--- src/sv/rwsp_pkg.sv ---
// Shared types and constants of the RIFF/WAVE stream parser.
// No dependencies; imported by the interfaces and every module.
package rwsp_pkg;

  localparam logic [31:0] TAG_RIFF = 32'h4646_4952;
  localparam logic [31:0] TAG_WAVE = 32'h4556_4157;
  localparam logic [31:0] TAG_FMT  = 32'h2074_6d66;
  localparam logic [31:0] TAG_DATA = 32'h6174_6164;

  localparam logic [2:0] ERR_NOT_RIFF  = 3'd0;
  localparam logic [2:0] ERR_NOT_WAVE  = 3'd1;
  localparam logic [2:0] ERR_NOT_PCM   = 3'd2;
  localparam logic [2:0] ERR_FMT_SHORT = 3'd3;
  localparam logic [2:0] ERR_OVERRUN   = 3'd4;

  typedef enum logic [1:0] {
    KIND_DATA = 2'd0,
    KIND_FMT  = 2'd1,
    KIND_END  = 2'd2,
    KIND_ERR  = 2'd3
  } kind_t;

  typedef enum logic [1:0] {
    CT_OTHER = 2'd0,
    CT_FMT   = 2'd1,
    CT_DATA  = 2'd2
  } chunk_type_t;

  typedef struct packed {
    kind_t       kind;
    logic [7:0]  data_byte;
    logic [31:0] data_length;
    logic [15:0] channel_count;
    logic [31:0] sample_rate;
    logic [31:0] byte_rate;
    logic [15:0] block_align;
    logic [15:0] bits_per_sample;
    logic [2:0]  error_code;
    logic        last;
  } rec_t;

  typedef struct packed {
    logic [7:0] in_byte;
    logic       start_of_file;
  } in_beat_t;

  // up to two records per input beat; v1 only ever set together with v0
  typedef struct packed {
    logic v0;
    logic v1;
    rec_t r0;
    rec_t r1;
  } push_t;

  function automatic rec_t simple_rec(kind_t k, logic [2:0] code);
    rec_t r;
    r            = '0;
    r.kind       = k;
    r.error_code = code;
    r.last       = 1'b1;
    return r;
  endfunction

endpackage

--- src/sv/rwsp_ifs.sv ---
// Valid/ready channel interfaces of the parser: byte input and record output.
// Depends on rwsp_pkg.
interface rwsp_in_if import rwsp_pkg::*; ();
  logic       valid;
  logic       ready;
  logic [7:0] in_byte;
  logic       start_of_file;

  modport source (output valid, in_byte, start_of_file, input ready);
  modport sink   (input valid, in_byte, start_of_file, output ready);
endinterface

interface rwsp_out_if import rwsp_pkg::*; ();
  logic        valid;
  logic        ready;
  logic [1:0]  kind;
  logic [7:0]  data_byte;
  logic [31:0] data_length;
  logic [15:0] channel_count;
  logic [31:0] sample_rate;
  logic [31:0] byte_rate;
  logic [15:0] block_align;
  logic [15:0] bits_per_sample;
  logic [2:0]  error_code;
  logic        last;

  modport source (output valid, kind, data_byte, data_length, channel_count, sample_rate,
                  byte_rate, block_align, bits_per_sample, error_code, last,
                  input ready);
  modport sink   (input valid, kind, data_byte, data_length, channel_count, sample_rate,
                  byte_rate, block_align, bits_per_sample, error_code, last,
                  output ready);
endinterface

--- src/sv/rwsp_core.sv ---
// Parser state and per-beat record generation for the RIFF/WAVE parser.
// Depends on rwsp_pkg.
module rwsp_core import rwsp_pkg::*; (
  input  logic     clk,
  input  logic     rst,
  input  logic     accept,
  input  in_beat_t beat,
  output push_t    push
);

  typedef enum logic [4:0] {
    PH_RIFF  = 5'b00001,
    PH_CHUNK = 5'b00010,
    PH_BODY  = 5'b00100,
    PH_DONE  = 5'b01000,
    PH_ERROR = 5'b10000
  } phase_t;

  phase_t            phase, phase_next;
  logic [3:0]        hdr_cnt, hdr_cnt_next;
  logic [31:0]       word_shift, word_shift_next;
  logic [31:0]       riff_rem, riff_rem_next;
  logic [31:0]       chunk_rem, chunk_rem_next;
  logic [31:0]       chunk_total, chunk_total_next;
  chunk_type_t       chunk_type, chunk_type_next;
  logic [15:0][7:0]  fmt, fmt_next;
  logic [4:0]        fmt_off, fmt_off_next;   // saturates at 16
  logic [31:0]       riff_m8;                 // riff_rem - 8, registered from riff_rem
  logic              riff_lt8;

  // start of file clears everything before the byte is looked at
  phase_t            ph_c;
  logic [3:0]        cnt_c;
  logic [31:0]       ws_c, riff_c, crem_c, ctot_c;
  chunk_type_t       ct_c;
  logic [15:0][7:0]  fmt_c;
  logic [4:0]        off_c;

  logic [31:0]       ws_sh;
  logic [3:0]        cnt_inc;
  logic [32:0]       riff_sub4;
  logic [32:0]       riff_subc;
  logic              do_fail;
  logic [2:0]        fail_code;
  logic              do_finish;
  logic [31:0]       fin_riff;

  always_comb begin
    if (beat.start_of_file) begin
      ph_c   = PH_RIFF;
      cnt_c  = '0;
      ws_c   = '0;
      riff_c = '0;
      crem_c = '0;
      ctot_c = '0;
      ct_c   = CT_OTHER;
      fmt_c  = '0;
      off_c  = '0;
    end else begin
      ph_c   = phase;
      cnt_c  = hdr_cnt;
      ws_c   = word_shift;
      riff_c = riff_rem;
      crem_c = chunk_rem;
      ctot_c = chunk_total;
      ct_c   = chunk_type;
      fmt_c  = fmt;
      off_c  = fmt_off;
    end
  end

  assign ws_sh     = {beat.in_byte, ws_c[31:8]};
  assign cnt_inc   = cnt_c + 4'd1;
  assign riff_sub4 = {1'b0, riff_c} - 33'd4;
  assign riff_subc = {1'b0, riff_m8} - {1'b0, ws_sh};

  always_comb begin
    phase_next       = phase;
    hdr_cnt_next     = hdr_cnt;
    word_shift_next  = word_shift;
    riff_rem_next    = riff_rem;
    chunk_rem_next   = chunk_rem;
    chunk_total_next = chunk_total;
    chunk_type_next  = chunk_type;
    fmt_next         = fmt;
    fmt_off_next     = fmt_off;
    push             = '0;
    do_fail          = 1'b0;
    fail_code        = ERR_NOT_RIFF;
    do_finish        = 1'b0;
    fin_riff         = riff_c;

    if (accept) begin
      phase_next       = ph_c;
      hdr_cnt_next     = cnt_c;
      word_shift_next  = ws_c;
      riff_rem_next    = riff_c;
      chunk_rem_next   = crem_c;
      chunk_total_next = ctot_c;
      chunk_type_next  = ct_c;
      fmt_next         = fmt_c;
      fmt_off_next     = off_c;

      unique case (ph_c)
        PH_RIFF: begin
          word_shift_next = ws_sh;
          hdr_cnt_next    = cnt_inc;
          if (cnt_inc == 4'd4 && ws_sh != TAG_RIFF) begin
            do_fail   = 1'b1;
            fail_code = ERR_NOT_RIFF;
          end
          if (cnt_inc == 4'd8) riff_rem_next = ws_sh;
          if (cnt_inc == 4'd12) begin
            hdr_cnt_next = '0;
            priority if (ws_sh != TAG_WAVE) begin
              do_fail   = 1'b1;
              fail_code = ERR_NOT_WAVE;
            end else if (riff_sub4[32]) begin
              do_fail   = 1'b1;
              fail_code = ERR_OVERRUN;
            end else begin
              riff_rem_next = riff_sub4[31:0];
              do_finish     = 1'b1;
              fin_riff      = riff_sub4[31:0];
            end
          end
        end
        PH_CHUNK: begin
          word_shift_next = ws_sh;
          hdr_cnt_next    = cnt_inc;
          if (cnt_inc == 4'd4) begin
            priority if (ws_sh == TAG_FMT) chunk_type_next = CT_FMT;
            else if (ws_sh == TAG_DATA)    chunk_type_next = CT_DATA;
            else                           chunk_type_next = CT_OTHER;
          end
          if (cnt_inc == 4'd8) begin
            hdr_cnt_next = '0;
            priority if (riff_lt8 || riff_subc[32]) begin
              do_fail   = 1'b1;
              fail_code = ERR_OVERRUN;
            end else if (ct_c == CT_FMT && ws_sh < 32'd16) begin
              do_fail   = 1'b1;
              fail_code = ERR_FMT_SHORT;
            end else begin
              riff_rem_next    = riff_subc[31:0];
              chunk_rem_next   = ws_sh;
              chunk_total_next = ws_sh;
              fmt_next         = '0;
              fmt_off_next     = '0;
              if (ws_sh == 32'd0) begin
                do_finish = 1'b1;
                fin_riff  = riff_subc[31:0];
              end else begin
                phase_next = PH_BODY;
              end
            end
          end
        end
        PH_BODY: begin
          chunk_rem_next = crem_c - 32'd1;
          if (ct_c == CT_FMT && !off_c[4]) begin
            fmt_next[off_c[3:0]] = beat.in_byte;
            fmt_off_next         = off_c + 5'd1;
            if (off_c == 5'd15) begin
              if ({fmt_c[1], fmt_c[0]} != 16'd1) begin
                do_fail   = 1'b1;
                fail_code = ERR_NOT_PCM;
              end else begin
                push.v0                 = 1'b1;
                push.r0.kind            = KIND_FMT;
                push.r0.channel_count   = {fmt_c[3], fmt_c[2]};
                push.r0.sample_rate     = {fmt_c[7], fmt_c[6], fmt_c[5], fmt_c[4]};
                push.r0.byte_rate       = {fmt_c[11], fmt_c[10], fmt_c[9], fmt_c[8]};
                push.r0.block_align     = {fmt_c[13], fmt_c[12]};
                push.r0.bits_per_sample = {beat.in_byte, fmt_c[14]};
              end
            end
          end else if (ct_c == CT_DATA) begin
            push.v0             = 1'b1;
            push.r0.kind        = KIND_DATA;
            push.r0.data_byte   = beat.in_byte;
            push.r0.data_length = ctot_c;
            push.r0.last        = (crem_c == 32'd1);
          end
          if (crem_c == 32'd1 && !do_fail) do_finish = 1'b1;
        end
        PH_DONE, PH_ERROR: begin
        end
        default: begin
        end
      endcase

      if (do_fail) begin
        phase_next = PH_ERROR;
        push.v0    = 1'b1;
        push.r0    = simple_rec(KIND_ERR, fail_code);
      end else if (do_finish) begin
        if (fin_riff == 32'd0) begin
          phase_next = PH_DONE;
          // end record follows any record this beat already produced
          if (push.v0) begin
            push.v1 = 1'b1;
            push.r1 = simple_rec(KIND_END, 3'd0);
          end else begin
            push.v0 = 1'b1;
            push.r0 = simple_rec(KIND_END, 3'd0);
          end
        end else begin
          phase_next   = PH_CHUNK;
          hdr_cnt_next = '0;
        end
      end
    end
  end

  always_ff @(posedge clk) begin
    if (rst) begin
      phase       <= PH_RIFF;
      hdr_cnt     <= '0;
      word_shift  <= '0;
      riff_rem    <= '0;
      chunk_rem   <= '0;
      chunk_total <= '0;
      chunk_type  <= CT_OTHER;
      fmt         <= '0;
      fmt_off     <= '0;
    end else begin
      phase       <= phase_next;
      hdr_cnt     <= hdr_cnt_next;
      word_shift  <= word_shift_next;
      riff_rem    <= riff_rem_next;
      chunk_rem   <= chunk_rem_next;
      chunk_total <= chunk_total_next;
      chunk_type  <= chunk_type_next;
      fmt         <= fmt_next;
      fmt_off     <= fmt_off_next;
    end
  end

  // riff_rem only moves on a start of file or within the RIFF or a chunk header, at least
  // eight beats before the next chunk size check reads these
  always_ff @(posedge clk) begin
    riff_m8  <= riff_rem - 32'd8;
    riff_lt8 <= (riff_rem < 32'd8);
  end

endmodule

--- src/sv/rwsp_out_queue.sv ---
// Four-entry record queue between the parser core and the output channel.
// Takes up to two records a cycle, gives one. Depends on rwsp_pkg.
module rwsp_out_queue import rwsp_pkg::*; (
  input  logic  clk,
  input  logic  rst,
  input  push_t push,
  output logic  space,
  output logic  valid,
  input  logic  ready,
  output rec_t  head
);

  rec_t       entry [4];
  logic [1:0] wr_ptr;
  logic [1:0] rd_ptr;
  logic [2:0] count;
  logic [1:0] n_push;
  logic       pop;

  assign n_push = {1'b0, push.v0} + {1'b0, push.v1};
  assign pop    = valid && ready;
  assign valid  = (count != 3'd0);
  assign head   = entry[rd_ptr];
  // room for the worst case of two records from the next beat
  assign space  = (count <= 3'd2);

  always_ff @(posedge clk) begin
    if (push.v0) entry[wr_ptr] <= push.r0;
    if (push.v1) entry[wr_ptr + 2'd1] <= push.r1;
  end

  always_ff @(posedge clk) begin
    if (rst) begin
      wr_ptr <= '0;
      rd_ptr <= '0;
      count  <= '0;
    end else begin
      wr_ptr <= wr_ptr + n_push;
      rd_ptr <= rd_ptr + {1'b0, pop};
      count  <= count + {1'b0, n_push} - {2'b00, pop};
    end
  end

endmodule

--- src/sv/riff_wave_stream_parser_top.sv ---
// Channel    Dir  Beat contents
// in_ch      in   one file byte, start_of_file flag
// out_ch     out  one record: data byte, format, end or error
//
// One byte is accepted per cycle; its records enter the output queue at the
// same edge and the first can leave on the next cycle. A byte gives at most
// two records; input stalls only when the four-entry queue has fewer than two
// free entries. Reset is synchronous and clears parser state and the queue.
// Top level of the RIFF/WAVE stream parser: rwsp_core and rwsp_out_queue.
// Depends on rwsp_pkg and rwsp_ifs.
module riff_wave_stream_parser_top import rwsp_pkg::*; (
  input  logic          clk,
  input  logic          rst,
  rwsp_in_if.sink       in_ch,
  rwsp_out_if.source    out_ch
);

  logic     accept;
  in_beat_t beat;
  push_t    push;
  logic     space;
  rec_t     head;

  assign accept             = in_ch.valid && in_ch.ready;
  assign in_ch.ready        = space;
  assign beat.in_byte       = in_ch.in_byte;
  assign beat.start_of_file = in_ch.start_of_file;

  rwsp_core u_core (
    .clk    (clk),
    .rst    (rst),
    .accept (accept),
    .beat   (beat),
    .push   (push)
  );

  rwsp_out_queue u_queue (
    .clk   (clk),
    .rst   (rst),
    .push  (push),
    .space (space),
    .valid (out_ch.valid),
    .ready (out_ch.ready),
    .head  (head)
  );

  assign out_ch.kind            = head.kind;
  assign out_ch.data_byte       = head.data_byte;
  assign out_ch.data_length     = head.data_length;
  assign out_ch.channel_count   = head.channel_count;
  assign out_ch.sample_rate     = head.sample_rate;
  assign out_ch.byte_rate       = head.byte_rate;
  assign out_ch.block_align     = head.block_align;
  assign out_ch.bits_per_sample = head.bits_per_sample;
  assign out_ch.error_code      = head.error_code;
  assign out_ch.last            = head.last;

`ifndef NO_ASSERTIONS
  a_second_is_end: assert property (@(posedge clk) disable iff (rst)
    push.v1 |-> push.v0 && push.r1.kind == KIND_END)
    else $error("second record of a beat is not an end record");

  a_err_alone: assert property (@(posedge clk) disable iff (rst)
    push.v0 && push.r0.kind == KIND_ERR |-> !push.v1)
    else $error("error record followed by another record");

  a_push_needs_beat: assert property (@(posedge clk) disable iff (rst)
    push.v0 |-> accept)
    else $error("record produced without an input beat");

  a_end_err_last: assert property (@(posedge clk) disable iff (rst)
    out_ch.valid && (out_ch.kind == KIND_END || out_ch.kind == KIND_ERR) |-> out_ch.last)
    else $error("end or error record without last");
`endif

endmodule

--- src/flat_wrapper.sv ---
// flat-port wrapper written by rule: the top's interface ports become plain ports
module riff_wave_stream_parser_top_flat import rwsp_pkg::*;
  (clk, rst, in_ch_valid, in_ch_in_byte, in_ch_start_of_file, in_ch_ready, out_ch_valid, out_ch_kind, out_ch_data_byte, out_ch_data_length, out_ch_channel_count, out_ch_sample_rate, out_ch_byte_rate, out_ch_block_align, out_ch_bits_per_sample, out_ch_error_code, out_ch_last, out_ch_ready);
  rwsp_in_if in_ch_i ();
  rwsp_out_if out_ch_i ();
  input  logic clk;
  input  logic rst;
  input wire logic [$bits(in_ch_i.valid)-1:0] in_ch_valid;
  input wire logic [$bits(in_ch_i.in_byte)-1:0] in_ch_in_byte;
  input wire logic [$bits(in_ch_i.start_of_file)-1:0] in_ch_start_of_file;
  output wire logic [$bits(in_ch_i.ready)-1:0] in_ch_ready;
  output wire logic [$bits(out_ch_i.valid)-1:0] out_ch_valid;
  output wire logic [$bits(out_ch_i.kind)-1:0] out_ch_kind;
  output wire logic [$bits(out_ch_i.data_byte)-1:0] out_ch_data_byte;
  output wire logic [$bits(out_ch_i.data_length)-1:0] out_ch_data_length;
  output wire logic [$bits(out_ch_i.channel_count)-1:0] out_ch_channel_count;
  output wire logic [$bits(out_ch_i.sample_rate)-1:0] out_ch_sample_rate;
  output wire logic [$bits(out_ch_i.byte_rate)-1:0] out_ch_byte_rate;
  output wire logic [$bits(out_ch_i.block_align)-1:0] out_ch_block_align;
  output wire logic [$bits(out_ch_i.bits_per_sample)-1:0] out_ch_bits_per_sample;
  output wire logic [$bits(out_ch_i.error_code)-1:0] out_ch_error_code;
  output wire logic [$bits(out_ch_i.last)-1:0] out_ch_last;
  input wire logic [$bits(out_ch_i.ready)-1:0] out_ch_ready;
  assign in_ch_i.valid = in_ch_valid;
  assign in_ch_i.in_byte = in_ch_in_byte;
  assign in_ch_i.start_of_file = in_ch_start_of_file;
  assign in_ch_ready = in_ch_i.ready;
  assign out_ch_valid = out_ch_i.valid;
  assign out_ch_kind = out_ch_i.kind;
  assign out_ch_data_byte = out_ch_i.data_byte;
  assign out_ch_data_length = out_ch_i.data_length;
  assign out_ch_channel_count = out_ch_i.channel_count;
  assign out_ch_sample_rate = out_ch_i.sample_rate;
  assign out_ch_byte_rate = out_ch_i.byte_rate;
  assign out_ch_block_align = out_ch_i.block_align;
  assign out_ch_bits_per_sample = out_ch_i.bits_per_sample;
  assign out_ch_error_code = out_ch_i.error_code;
  assign out_ch_last = out_ch_i.last;
  assign out_ch_i.ready = out_ch_ready;
  riff_wave_stream_parser_top u_core (.clk(clk), .rst(rst), .in_ch(in_ch_i), .out_ch(out_ch_i));
endmodule
--- config.mk ---
export PLATFORM = sky130hd
export DESIGN_NAME = riff_wave_stream_parser_top_flat
export DESIGN_NICKNAME = d
export VERILOG_FILES = /design/src/sv/rwsp_pkg.sv /design/src/sv/rwsp_ifs.sv /design/src/sv/rwsp_core.sv /design/src/sv/rwsp_out_queue.sv /design/src/sv/riff_wave_stream_parser_top.sv /design/src/flat_wrapper.sv
export SDC_FILE = /design/constraint.sdc
export NUM_CORES = 2
export LEC_CHECK = 0
export ABC_AREA = 1
export BUFFER_PORTS_ARGS = -buffer_cell sky130_fd_sc_hd__buf_2
export CAP_MARGIN = 20
export CORE_MARGIN = 2
export CORE_UTILIZATION = 45
export DETAILED_ROUTE_END_ITERATION = 12
export PLACE_DENSITY = 0.61
export SYNTH_ARGS = -nofsm -noshare
export SYNTH_HDL_FRONTEND = slang
export SYNTH_SLANG_ARGS = --single-unit
--- constraint.sdc ---
create_clock -name clk -period 4.8 [get_ports clk]
set_input_delay 0.48 -clock clk [delete_from_list [all_inputs] [get_ports clk]]
set_output_delay 0.48 -clock clk [all_outputs]
set_load 0.005 [all_outputs]
Word-level counts from Yosys, hierarchy flattened
Memory sizes are Yosys's and may differ from the RTL's. A register that Yosys moved wholly into a read port is not among the register bits.
Index checks and enable logic that the tools add are counted.

storage, ports and cells
  register bits after elaboration = 304
  RAM bits = 632
  output and inout port bits = 160
  logic and storage cells = 209
  memories kept = 1

cells by class
  $add $sub $neg = 12
  order comparisons = 5
  equality and inequality tests = 15
  mux-type cells = 133
  reduce and logical (&&, ||, !) cells = 14

memories
  memory                words  bits a word  rd ports  clocked after Yosys merged registers in  write ports  RTL line              source
  u_core.u_queue.entry  4      158          1         1                                        2            rwsp_out_queue.sv:13  rec_t entry [4];

operators with widths
  kind                                                                        number
  318-bit two-way mux                                                         3
  32-bit two-way mux                                                          27
  128-bit two-way mux                                                         5
  158-bit two-way mux                                                         4
  112-bit two-way mux                                                         3
  128-bit one-hot mux with 2 select lines                                     1
  32-bit one-hot mux with 2 select lines                                      3
  154-bit two-way mux                                                         1
  128-bit bitwise mux                                                         1
  40-bit two-way mux                                                          2
  5-bit two-way mux                                                           13
  32-bit logical NOT                                                          2
  32-bit by 31-bit inequality test with 1-bit output (second input constant)  2
  1-bit two-way mux                                                           40
  32-bit by 3-bit subtractor with 33-bit output (second input constant)       1
  32-bit by 32-bit subtractor with 33-bit output                              1
  8-bit demux with 4-bit select                                               1
  32-bit by 1-bit == test with 1-bit output (second input constant)           1
  32-bit by 30-bit == test with 1-bit output (second input constant)          1
  32-bit by 31-bit == test with 1-bit output (second input constant)          1
  32-bit by 4-bit < comparator with 1-bit output (second input constant)      1
  32-bit by 5-bit < comparator with 1-bit output (second input constant)      1
  32-bit by 1-bit subtractor with 32-bit output (second input constant)       1
  32-bit by 4-bit subtractor with 32-bit output (second input constant)       1
  other kinds (33)                                                            62

Depth between registers and ports, before layout
  depth after elaboration = 18
  mapped depth = 34

By module
A second synthesis with hierarchy kept.

second synthesis, totals
  cell total of the unflattened synthesis = 7375
  area total of the unflattened synthesis = 55952.4 µm²

by module, submodules not included
  module                       times used  cells each  area each (µm²)  sequential area each (µm²)
  rwsp_out_queue               1           3468        32125.8          19118.3
  rwsp_core                    1           3905        23819.1          5785.5
  riff_wave_stream_parser_top  1           2           7.5              0.0

Worst setup path before layout
No wires, ideal clock.

  path type = input -> register
  start = input port in_ch_start_of_file
  end = register u_core.u_queue.count[2]
  library setup time = 0.120 ns
  data arrival time = 4.870 ns
  required time = 4.680 ns
  slack = -0.190 ns
  cell stages on the path = 31
  buffers on the path = 7
  cell sequence = buf_6 -> inv_6 -> buf_6 -> buf_2 -> clkbuf_1 -> clkbuf_1 -> clkbuf_1 -> nand2_1 -> inv_1 -> ha_1 -> nand4_1 -> inv_2 -> buf_2 -> nand4_1 -> nand2_1 -> nand2_1 -> nor2_1 -> nand2_1 -> nor2_1 -> nand3_1 -> nand2_2 -> nand4_4 -> a21oi_1 -> ha_1 -> inv_1 -> ha_1 -> inv_1 -> ha_1 -> fa_1 -> o21ai_0 -> a21oi_1

between the ends
  cells in the longest elaborated chain, start to end = 18
  elaborated cells on any way between the ends = 82
  classes of those cells = 6 x add/sub; 1 x order compare; 13 x eq/ne; 53 x mux; 9 x reduce/logical

RTL lines
  what                                                                                                     RTL line              source
  start: declaration                                                                                       flat_wrapper.sv:10    input wire logic [$bits(in_ch_i.start_of_file)-1:0] in_ch_start_of_file;
  parallel branches: the longest is 14 deep, another holds 32-bit by 32-bit subtractor with 33-bit output  --
  318-bit two-way mux *                                                                                    rwsp_core.sv:93       if (accept) begin
  1-bit by 1-bit adder with 2-bit output *                                                                 rwsp_out_queue.sv:20  assign n_push = {1'b0, push.v0} + {1'b0, push.v1};
  3-bit by 2-bit adder with 3-bit output *                                                                 rwsp_out_queue.sv:40  count <= count + {1'b0, n_push} - {2'b00, pop};
  3-bit by 1-bit subtractor with 3-bit output *                                                            rwsp_out_queue.sv:40
  end signal: assignment                                                                                   rwsp_out_queue.sv:40
  end: declaration                                                                                         rwsp_out_queue.sv:16  logic [2:0] count;

Every way passes the cells marked *. The select of a mux whose other input is x is not followed.
A chain may end at the register's enable or synchronous reset.

Final worst setup path
  start = register u_core.u_core.word_shift[8]
  end = register u_core.u_queue.count[2]

between the ends
  cells in the longest elaborated chain, start to end = 16
  elaborated cells on any way between the ends = 43
  classes of those cells = 4 x add/sub; 1 x order compare; 2 x eq/ne; 31 x mux; 5 x reduce/logical

RTL lines
  what                                                                          RTL line                            source
  start: declaration                                                            rwsp_core.sv:21                     logic [31:0] word_shift, word_shift_next;
  start signal: assignment                                                      rwsp_core.sv:230                    word_shift <= word_shift_next;
  32-bit two-way mux *                                                          rwsp_core.sv:49                     if (beat.start_of_file) begin
  32-bit by 32-bit subtractor with 33-bit output, or another cell as far along  rwsp_core.sv:75                     assign riff_subc = {1'b0, riff_m8} - {1'b0, ws_sh};
  32-bit two-way mux or 1-bit logical AND (tied branches)                       rwsp_core.sv:150, rwsp_core.sv:141
  32-bit two-way mux                                                            rwsp_core.sv:141                    end else if (ct_c == CT_FMT && ws_sh < 32'd16) begin
  32-bit two-way mux                                                            rwsp_core.sv:138                    priority if (riff_lt8 || riff_subc[32]) begin
  32-bit two-way mux                                                            rwsp_core.sv:136                    if (cnt_inc == 4'd8) begin
  32-bit one-hot mux with 2 select lines                                        rwsp_core.sv:104                    unique case (ph_c)
  32-bit two-way mux                                                            rwsp_core.sv:93
  32-bit logical NOT                                                            rwsp_core.sv:198                    if (fin_riff == 32'd0) begin
  318-bit two-way mux                                                           rwsp_core.sv:198
  318-bit two-way mux                                                           rwsp_core.sv:197                    end else if (do_finish) begin
  1-bit two-way mux                                                             rwsp_core.sv:193                    if (do_fail) begin
  318-bit two-way mux *                                                         rwsp_core.sv:93
  1-bit by 1-bit adder with 2-bit output *                                      rwsp_out_queue.sv:20
  3-bit by 2-bit adder with 3-bit output *                                      rwsp_out_queue.sv:40
  3-bit by 1-bit subtractor with 3-bit output *                                 rwsp_out_queue.sv:40

Mark *: on every way between the ends. The rest lies on a longest branch, timed or not. The select of a mux whose other input is x is not followed.

==> out/qor.yml <==
grt_pass1_wl_mm: 339.9
dpl_worst_slack_ps: -279.7
syn2layout_area_growth_pct: 16.98
syn_area_per_cell_um2: 5.974
clkLatencyLatePin_ps: 760
p_sw_mw: 13.09
clkPwrFrac_pct: 27.2
p_sw_share_pct: 40.69
async_flop_share_pct: 0
die_area_mm2: 0.1315
yosysWarningCount: 0
setup_ws_ps: 290.9
p_leak_nw: 41.82
coreArea_mm2: 0.1275
synth-compound-area-share_pct: 15.58
port_buffers: 172
synth-seq-cells: 928
ios: 173
max_clock_freq_ghz: 0.2218
required_ps: 5500
cts_max_path_buffers: 3
p_int_mw: 19.08
fin_nets: 10010
synthSimpleGateAreaFrac_pct: 33.54
relSlewSlack_pct: 26.94
mostFrequentLayoutCells: "2456 x nand2_1, 1744 x inv_1, 1030 x nor2_1"
synthXorXnorAreaFrac_pct: 0.6510
critPathMaxFanout: 11
antenna_found_initial: 10
crit_type: "flip-flop to flip-flop"
clock_sink_count: 928
drc_errors: 0
final_antenna_net_count: 0
cts.reportedPaths.clkPinSlew_ps: 60
synth_seq_area_share_pct: 32.25
finalPower_mw: 32.17
critPathArrivalTime_ps: 5200
layout-drive-gt1-share_pct: 10.98
cts_root_buf: "clkbuf_16"
maxCapViolations: 0
synth_nets: 9755
fin_crit_sh_pct: 93.94
setup_violations: 0
worst-path-buf-inv: 9
critPathTopFamily: "simple AND/OR/NAND/NOR gates"
hold-worst-slack_ps: 311.2
avgRoutedWirePerCell_um: 18.76
cts_tree: "yes"
grt_overflow: 0
synth-adder-area-share_pct: 1.280
vias: 63080
status: "complete, no violations"
ir_worst_vdd_v: 0.0003312
fin_skew_ps: 47.09
p_per_area_mw_per_mm2: 475.3
crit_path_end_kind: "flip-flop"
firstDrtPassIters: 9
gp_congestion: 1.031
final_util_pct: 53.07
die_w_um: 362.6
worst_pin_slew_ps: 1096
first_global_vias: 57690
synth_top_area_cell: "dfxtp_1"
ys_dominant_reg_cell: "dfxtp_1"
pwr-share-seq_pct: 29.8
hp-class: "input port to flip-flop"
muxShareOfSynthArea_pct: 0
max_stage_delay_ps: 390
synth_top_family_by_area: "simple AND/OR/NAND/NOR gates"
die_h_um: 362.6
cp-start-kind: "flip-flop"
rows: 131
start_util_pct: 45.37
htree_levels: 3
track_usage_pct: 32.44
fillers: 13020
drt_iter0_markers: 6703
hold_buffers: 0
wirelength_mm: 219.4
cp_slowest_cell: "fa_1"
grt_max_degree: 147
synth_edf_count: 8
netlist_top_cells_area: "dfxtp_1 32%, nand2_1 16%, inv_1 11%, nor2_1 6.8%, nand4_1 6.7%"
synth_cells: 9684
maxSlewViolCount: 0
synth_area_mm2: 0.05785
synth_top_area_share_pct: 31.83
numCtsBuffers: 110
cpMostUsedCell: "buf_4"
hpwl_mm: 143.0
yosysUniqueCellTypes: 59
min_period_ps: 4509
hold_viol: 0
final_common_cell: "nand2_1"
via_per_inst: 5.394
power_frac_comb_pct: 43.0
==> state kept, by name, summed over array words and instances, names as in the netlist, 5 cells and up <==
register	count
u_core.u_queue.entry	632
u_core.u_core.word_shift	24
u_core.u_core.riff_rem	32
u_core.u_core.fmt	120
u_core.u_core.chunk_total	32
u_core.u_core.riff_m8	32
u_core.u_core.chunk_rem	32
u_core.u_core.fmt_off	5
u_core.u_core.phase	5
==> final cells by class <==
type	count	area [um2]	area share, %
flip-flops and latches	928	18660	27.58
inverters	1767	6669	9.854
repair buffers	843	6875	10.16
diodes	2	5.005	0.007395
clock inverters	38	488.0	0.7210
multi-input cells	6291	29680	43.85
well taps	1662	2079	3.073
clock buffers	163	3224	4.764
==> cells in the mapped netlist, types with 57 or more instances <==
master / count
nor2_1: 1043
buf_1: 74
nand3_1: 320
a21oi_1: 728
inv_1: 1748
buf_2: 139
o21ai_0: 597
o211ai_1: 62
a31oi_1: 101
clkbuf_1: 448
a41oi_1: 57
nand4_1: 623
dfxtp_1: 920
nand2_1: 2464
==> what timing repair did <==
| action | CTS | global route |
|---|---|---|
| endpoints found under the hold margin | 0 | 0 |
| buffers inserted | 0 | 2 |
| setup endpoints to repair | 0 | 2 |
| gates resized for setup | 0 | 17 |
==> layer usage <==
layer | global-route usage [%] | up-vias | wire [um]
met5 | 0 | - | 92
met4 | 10.35 | 14 | 6443
met3 | 4.341 | 383 | 16690
met2 | 50.80 | 2364 | 96170
met1 | 45.94 | 29090 | 99960
li1 | - | 31220 | -
==> cells by family (layout without fill, tap and decap cells) <==
kind of cell,Yosys count,in the layout
XOR/XNOR,43,43
flip-flops,928,928
AO/OA/AOI/OAI,1644,1644
adder cells (fa/ha/maj),58,58
buffers and inverters,2465,2811
AND/OR/NAND/NOR,4546,4546
other,0,2
==> path summary, 6_finish.rpt <==
path                                                 start                                      end  slack [ps]  depth (start not counted)
setup / recovery  u_core.u_core.word_shift[8]$_SDFFE_PP0P_       u_core.u_queue.count[2]$_SDFF_PP0_         290                         30
hold / removal                                         rst  u_core.u_core.riff_rem[14]$_SDFFE_PP0P_         310                          4
setup reg to reg  u_core.u_core.word_shift[8]$_SDFFE_PP0P_       u_core.u_queue.count[2]$_SDFF_PP0_         290                         30
hold reg to reg     u_core.u_core.riff_rem[0]$_SDFFE_PP0P_         u_core.u_core.riff_m8[0]$_DFF_P_         350                          0
==> tightest hold or removal path, delay by kind of cell <==
kind	cells	cell delay, ps
compound gates	2	230
buf+inv	2	300
==> power groups by stage <==
| stage | logic (mW) | registers [mW] | clock network [mW] |
|---|---|---|---|
| 6_report | 13.8 | 9.58 | 8.75 |
| 5_1_grt | 15.3 | 9.67 | 9.18 |
| 4_1_cts | 13.7 | 9.55 | 8.86 |
| 3_5_place_dp | 13.6 | 9.71 | 0 |
| 3_3_place_gp | 13.6 | 9.68 | 0 |
| 2_1_floorplan | 7.70 | 9.43 | 0 |
==> through the flow <==
step / setup TNS [ps] / instances / area, um2
2_1_floorplan: 0 / 9684 / 57860
3_3_place_gp: -460.2 / 11490 / 63860
3_5_place_dp: -554.6 / 11490 / 63860
4_1_cts: 0 / 11690 / 67570
5_1_grt: -31.28 / 11690 / 67680
6_report: 0 / 11690 / 67680
Note: power is estimated with default switching activity, not from simulation.
